===== src/hdl/srr_pkg.sv =====
// ----------------------------------------------------------------------------
// srr_pkg
// Shared constants, codes and control types of the sparse residual core.
// ----------------------------------------------------------------------------
package srr_pkg;

  // model store geometry
  localparam int MODEL_DEPTH = 4096;
  localparam int MODEL_AW    = $clog2(MODEL_DEPTH);

  // fixed point: Q16.16 values, Q32.32 products and squares
  localparam int FRAC_BITS = 16;

  // field widths
  localparam int CMD_W   = 2;
  localparam int INDEX_W = 12;
  localparam int VAL_W   = 32;
  localparam int WIDE_W  = 64;
  localparam int IDX_EXT_W = 32;

  // command codes
  localparam logic [CMD_W-1:0] CMD_LOAD  = 2'd0;
  localparam logic [CMD_W-1:0] CMD_ENTRY = 2'd1;
  localparam logic [CMD_W-1:0] CMD_EMPTY = 2'd2;

  // saturation bounds
  localparam logic signed [WIDE_W-1:0] ACC_MAX = {1'b0, {(WIDE_W-1){1'b1}}};
  localparam logic signed [WIDE_W-1:0] ACC_MIN = {1'b1, {(WIDE_W-1){1'b0}}};
  localparam logic signed [WIDE_W-1:0] Q_LIM   = 64'sh0000_0002_0000_0000;
  localparam logic signed [VAL_W-1:0]  RES_MAX = {1'b0, {(VAL_W-1){1'b1}}};
  localparam logic signed [VAL_W-1:0]  RES_MIN = {1'b1, {(VAL_W-1){1'b0}}};

  // controller to datapath
  typedef struct packed {
    logic ram_we;
    logic ram_re;
    logic capture;
    logic mul_en;
    logic acc_en;
    logic res_en;
    logic sq_en;
    logic sum_en;
  } srr_cmd_t;

  // datapath to controller
  typedef struct packed {
    logic row_last;
    logic out_busy;
  } srr_sts_t;

endpackage


===== src/hdl/srr_ctrl.sv =====
// ----------------------------------------------------------------------------
// srr_ctrl
// Sequencer: accepts one beat at a time and steps the datapath through
// multiply, accumulate and the row close (residual, square, sum).
// ----------------------------------------------------------------------------
module srr_ctrl (
  input  logic                     clk,
  input  logic                     rst,
  input  logic                     in_valid,
  output logic                     in_ready,
  input  logic [srr_pkg::CMD_W-1:0] cmd,
  input  srr_pkg::srr_sts_t        sts,
  output srr_pkg::srr_cmd_t        ctl
);

  localparam logic [2:0] S_IDLE = 3'd0;
  localparam logic [2:0] S_MUL  = 3'd1;
  localparam logic [2:0] S_ACC  = 3'd2;
  localparam logic [2:0] S_RES  = 3'd3;
  localparam logic [2:0] S_SQ   = 3'd4;
  localparam logic [2:0] S_SUM  = 3'd5;

  logic [2:0] state;
  logic [2:0] state_next;
  logic       accept;

  assign in_ready = (state == S_IDLE);
  assign accept   = in_valid && in_ready;

  // commands and next state
  always_comb begin
    ctl        = '0;
    state_next = state;
    case (state)
      S_IDLE: begin
        if (accept) begin
          case (cmd)
            srr_pkg::CMD_LOAD: begin
              ctl.ram_we = 1'b1;
            end
            srr_pkg::CMD_ENTRY: begin
              ctl.ram_re  = 1'b1;
              ctl.capture = 1'b1;
              state_next  = S_MUL;
            end
            srr_pkg::CMD_EMPTY: begin
              ctl.capture = 1'b1;
              state_next  = S_RES;
            end
            default: begin
              // unused code: dropped
            end
          endcase
        end
      end
      S_MUL: begin
        ctl.mul_en = 1'b1;
        state_next = S_ACC;
      end
      S_ACC: begin
        ctl.acc_en = 1'b1;
        state_next = sts.row_last ? S_RES : S_IDLE;
      end
      S_RES: begin
        ctl.res_en = 1'b1;
        state_next = S_SQ;
      end
      S_SQ: begin
        ctl.sq_en  = 1'b1;
        state_next = S_SUM;
      end
      S_SUM: begin
        // wait for the output register to free up
        if (!sts.out_busy) begin
          ctl.sum_en = 1'b1;
          state_next = S_IDLE;
        end
      end
      default: begin
        state_next = S_IDLE;
      end
    endcase
  end

  always_ff @(posedge clk) begin
    if (rst) begin
      state <= S_IDLE;
    end else begin
      state <= state_next;
    end
  end

`ifndef SYNTHESIS
  // datapath steps never overlap
  a_one_step: assert property (@(posedge clk) disable iff (rst)
    $onehot0({ctl.mul_en, ctl.acc_en, ctl.res_en, ctl.sq_en, ctl.sum_en}))
    else $error("srr_ctrl: overlapping datapath steps");

  // a result is never committed over an unread one
  a_sum_free: assert property (@(posedge clk) disable iff (rst)
    ctl.sum_en |-> !sts.out_busy)
    else $error("srr_ctrl: sum committed while output busy");

  // an entry always goes multiply then accumulate
  a_mul_acc: assert property (@(posedge clk) disable iff (rst)
    ctl.mul_en |=> ctl.acc_en)
    else $error("srr_ctrl: multiply not followed by accumulate");
`endif

endmodule


===== config.mk =====
export PLATFORM = sky130hd
export DESIGN_NAME = srr_ctrl
export DESIGN_NICKNAME = d
export VERILOG_FILES = /design/src/hdl/srr_pkg.sv /design/src/hdl/srr_ctrl.sv
export SDC_FILE = /design/constraint.sdc
export NUM_CORES = 1
export LEC_CHECK = 0
export BUFFER_PORTS_ARGS = -buffer_cell sky130_fd_sc_hd__buf_2
export CAP_MARGIN = 10
export CORE_AREA = 2 2 39 41
export DETAILED_ROUTE_END_ITERATION = 16
export DIE_AREA = 0 0 41 43
export GPL_ROUTABILITY_DRIVEN = 0
export PLACE_DENSITY = 0.47
export SLEW_MARGIN = 5
export SYNTH_ARGS = -nofsm -noshare
export SYNTH_HDL_FRONTEND = slang
export SYNTH_SLANG_ARGS = --single-unit

===== constraint.sdc =====
create_clock -name clk -period 1 [get_ports clk]
set_clock_uncertainty 0.05 [all_clocks]
set_input_delay 0.2 -clock clk [delete_from_list [all_inputs] [get_ports clk]]
set_output_delay 0.2 -clock clk [all_outputs]
set_load 0.02 [all_outputs]

==> impl_metrics.ini, run 1 <==
[run_status]
status = complete, but fails checks
violations = setup timing

[timing]
fmax_mhz = 712
setup_violations = 12
worst_slack_ns = -0.404
hold_viol = 0
period_share_pct = 140
slew_violations = 0
rsz0062_at_grt = yes
worst_pin_slew_ns = 0.301
relSlewSlack_pct = 79.7
period_minus_slack_ns = 1.40

[cts]
root_buffer = clkbuf_4
insertion_delay_ns = 0.24
cts_max_level = 1
cts.sink_count = 3
clock_path_buffers = 2
cts_tree = yes
numCtsBuffers = 3
path_clk_slew_ns = 0.04

[job]
maxCapViolCount = 0

[die]
rows = 14
initial_utilization_pct = 19.3
core_mm2 = 0.00138
die_area_mm2 = 0.00176
die_w_um = 41
die-height_um = 43
io_pins = 16

[logic_synthesis]
synth_largest_area_cell = dfxtp_1
synth_seq_area_share_pct = 22.5
ys_warn_count = 0
ys_ff_latch = 3
synth.net_count = 43
synth_edf_count = 0
synth_top_cells_by_area = dfxtp_1 23%, ha_1 14%, and3_2 8.5%
async_flop_share_pct = 0
synth_area_um2 = 267
netlist.area_leader.share_pct = 22.5
yosysUniqueCellTypes = 17
yosys_most_used_dff = dfxtp_1
syn_avg_cell_area_um2 = 8.08
syn_inst = 33

[final_layout]
nFillCells = 138
largest_reg_flops = 3
final_nets = 73
reg_top3 = state x3
fin_util_pct = 43.1
syn_to_final_growth_pct = 124
drive_gt1_share_pct = 75.8
fin_area_um2 = 597
antennaDiodeCount = 0
regMostFlops = state

[global_route]
grt_pass1_wl_um = 1560
grt_pass1_vias = 370
grt_max_degree = 7
antenna_found_initial = 0
grt_overflow_total = 0
grt_usage_pct = 13.0

[setup_path]
cp.arrival_ns = 1.15
crit_path_max_fanout = 4
required_ns = 0.75
crit_type = reg2out
end_kind = output port
setup.worst_path.start_class = register

[routing]
dr.pass1.iters = 2
met2_length_um = 476
wl_met1_um = 351
met3_length_um = 48
drtIter0Drc = 2
wl_per_cell_um = 11.4
wl_um = 890
highest_layer = met4
via_count = 360
via_per_inst = 4.62
drcViolationCount = 0
antenna_left = 0

[pwr]
power_mw = 0.728
p_leak_nw = 0.281
powerDensity_mw_per_mm2 = 1220
peakVddDrop_v = 0.000430

[placement]
io_buffer_count = 15
dpl-instance-area_um2 = 464
place_ws_ns = -0.286
dp_hpwl_um = 640

[worst_hold_path]
worstHoldPathType = in2reg
-- power breakdown --
part,switching (mW),leakage [nW],internal (mW)
clock network,0.0706,0.0150,0.150
registers,0.0187,0.0264,0.134
logic,0.164,0.240,0.191
-- logic make-up after synthesis --
family,share of synthesized area (%)
adder cells (fa/ha/maj),14.1
AND/OR/NAND/NOR,41.8
AO/OA/AOI/OAI,13.6
buffers and inverters,7.98
flip-flops,22.5
-- layout make-up --
| type | count | area, µm² | area share, % |
|---|---|---|---|
| clock buffers | 4 | 26.3 | 4.40 |
| repair buffers | 27 | 219 | 36.7 |
| multi-input cells | 25 | 251 | 42.1 |
| flip-flops and latches | 3 | 68.8 | 11.5 |
| inverters | 3 | 11.3 | 1.89 |
| well taps | 16 | 20.0 | 3.35 |
-- cell usage in the layout, fill, tap and decap left out, types with 2 or more instances in the layout --
cell      count
buf_2         7
nand2b_4      2
dfxtp_4       2
clkbuf_4      3
nor3_4        2
inv_1         2
buf_6         9
buf_4        11
and3_4        3
ha_1          3
a221o_1       2
-- per-stage QoR --
step	cells	setup TNS, ns	hold WS, ns
finish	78	-3.45	0.117
global route	78	-4.07	0.125
CTS	78	-3.56	0.102
detailed placement	73	-2.18	0.347
global placement	73	-2.08	0.343
floorplan	33	-1.58	0.215
-- critical path, cell delays in order (launching register included) --
cell and delay, ns:
dfxtp_4 0.35, nor3_4 0.24, and3_4 0.22, buf_6 0.11
-- final timing paths --
path / start / end / cells past startpoint / slack [ns]
worst min-delay path: rst / state[0] / 2 / 0.12
worst max register to register: state[0] / state[1] / 4 / -0.15
worst max-delay path: state[0] / ctl[6] / 3 / -0.40
worst min register to register: state[2] / state[1] / 2 / 0.51
-- routing by layer --
metal / vias up / track usage, %
met1: 166 / 12.8
met3: 2 / 5.76
li1: 177 / -
met4: 0 / 4.00
met5: - / 0
met2: 15 / 22.8
-- timing repair --
action / CTS / global route
gates resized for setup: 22 / 8
endpoints found under the setup margin: 12 / 12
pin swaps: 6 / 5
hold buffers: 0 / 0
setup buffers: 1 / 1
Power figures use the tool's default switching activity.
==> run 2: changes to the inputs <==
--- a/config.mk
+++ b/config.mk
@@ -5,6 +5,7 @@
 export SDC_FILE = /design/constraint.sdc
 export NUM_CORES = 1
 export LEC_CHECK = 0
+export ABC_AREA = 1
 export BUFFER_PORTS_ARGS = -buffer_cell sky130_fd_sc_hd__buf_2
 export CAP_MARGIN = 10
 export CORE_AREA = 2 2 39 41
==> impl_metrics.ini, run 2 <==
[run_status]
status = complete, but fails checks
violations = setup timing

[routing]
wl_um = 671
dr.pass1.iters = 1
wl_per_cell_um = 7.80
antenna_left = 0
via_count = 341
drcViolationCount = 0
via_per_inst = 3.97
drtIter0Drc = 0

[final_layout]
drive_gt1_share_pct = 60.0
fin_util_pct = 38.2
largest_reg_flops = 3
regMostFlops = state
fin_area_um2 = 528
syn_to_final_growth_pct = 95.4
final_nets = 81
final_cell_mix = 10 x buf_4, 9 x buf_2, 7 x inv_1
reg_top3 = state x3
nFillCells = 151
layout_commonest_cell = buf_4
antennaDiodeCount = 0

[die]
die_w_um = 41
rows = 14
die-height_um = 43
io_pins = 16
initial_utilization_pct = 19.5
die_area_mm2 = 0.00176
core_mm2 = 0.00138

[logic_synthesis]
synth_edf_count = 0
ys_ff_latch = 3
synth_area_um2 = 270
syn_avg_cell_area_um2 = 6.29
synth-simple-area-share_pct = 44.4
synth_seq_area_share_pct = 22.2
ys_warn_count = 0
yosysUniqueCellTypes = 15
yosys_most_used_dff = dfxtp_1
synth_largest_area_cell = dfxtp_1
synthTopCellsByCount = 11 x nor2_1, 7 x inv_1, 5 x nand2_1
syn_inst = 43
yosysMostFrequentCell = nor2_1
synth_top_cells_by_area = dfxtp_1 22%, nor2_1 15%, ha_1 14%
netlist.area_leader.share_pct = 22.2
synth_fa_ha_area_share_pct = 13.9
async_flop_share_pct = 0
synth_compound_area_share_pct = 5.56
synthMuxAreaShare_pct = 0
synth_top_family_by_area = simple AND/OR/NAND/NOR gates
synth.net_count = 53
synth-xor-area-share_pct = 0

[timing]
setup-tns-final_ns = -3.03
hold_ws_ns = 0.104
setup_violations = 12
slew_violations = 0
worst_slack_ns = -0.344
worst_pin_slew_ns = 0.236
relSlewSlack_pct = 84.1
hold_viol = 0
period_share_pct = 134
rsz0062_at_grt = yes
period_minus_slack_ns = 1.34
fmax_mhz = 744

[setup_path]
cp.arrival_ns = 1.09
end_kind = output port
required_ns = 0.75
setup.worst_path.start_class = register
max_stage_delay_ns = 0.33
slowest_stage = dfxtp_2
crit_type = reg2out
crit_path_max_fanout = 3
cp_cell_sequence = inv_2 > nand2_4 > nor2_4 > nand2_4 > nor2_4 > buf_6

[global_route]
grt_pass1_vias = 326
antenna_found_initial = 0
grt_usage_pct = 9.52
grt_max_degree = 5
grt_overflow_total = 0
grt_pass1_wl_um = 1170

[placement]
dpl-instance-area_um2 = 459
place_ws_ns = -0.188
io_buffer_count = 15
dp_hpwl_um = 557

[pwr]
p_comb_share_pct = 49.7
internal-power_mw = 0.446
power.switching_mw = 0.250
power_frac_seq_pct = 20.6
peakVddDrop_v = 0.000320
clock_power_share_pct = 29.7
sw_frac_of_total_pct = 35.9
powerDensity_mw_per_mm2 = 1320
p_leak_nw = 0.283

[cts]
cts_tree = yes
path_clk_slew_ns = 0.04
insertion_delay_ns = 0.23
numCtsBuffers = 3
cts_max_level = 1
post_cts_buffers = 0
cts.sink_count = 3
ctsHoldBuffers = 0
root_buffer = clkbuf_4
clock_path_buffers = 2

[job]
maxCapViolCount = 0

[worst_hold_path]
worstHoldPathType = in2reg
==> run 2: power by group through the flow <==
stage	Sequential (mW)	Clock, mW	Combinational, mW
detailed placement	0.146	0	0.320
global route	0.146	0.233	0.382
global placement	0.146	0	0.321
finish	0.144	0.207	0.346
CTS	0.144	0.216	0.348
floorplan	0.145	0	0.190
==> run 2: final timing paths <==
path | from | endpoint | slack [ns] | cells after the start
min | rst | state[0] | 0.10 | 2
max reg2reg | state[0] | state[0] | -0.09 | 7
min reg2reg | state[2] | state[0] | 0.72 | 4
max | state[0] | ctl[5] | -0.34 | 6
==> run 2: worst max-delay path, delay by kind of cell, from the launching register on <==
family        cells  cell delay, ns
simple gates      4            0.35
flops             1            0.33
buf+inv           2            0.19
==> run 2: area by class of cell <==
class	count	area, µm²	area share [%]
inverters	10	37.5	7.11
clock buffers	4	26.3	4.98
flip-flops and latches	3	61.3	11.6
well taps	16	20.0	3.79
multi-input cells	30	218	41.2
repair buffers	23	165	31.3
==> run 2: logic make-up (layout without fill, tap and decap cells) <==
logic type	Yosys count	count (layout)
AO/OA/AOI/OAI	3	3
adder cells (fa/ha/maj)	3	3
buffers and inverters	10	37
flip-flops	3	3
AND/OR/NAND/NOR	24	24
==> run 2: layer usage <==
layer	vias up	share of wire, %	global-route usage, %
li1	185	-	-
met1	143	38	9.58
met2	13	55	17.5
met3	0	7.0	0
met4	0	0	6.00
met5	-	0	0
==> run 2: metrics by stage <==
step	cells	power, mW
finish	86	0.697
global route	86	0.761
CTS	86	0.708
detailed placement	82	0.466
global placement	82	0.467
floorplan	43	0.335
==> run 2: what timing repair did <==
action,CTS,global route
gates resized for setup,13,1
gates cloned,0,0
endpoints found under the setup margin,12,12
pin swaps,2,0
hold endpoints to repair,0,0
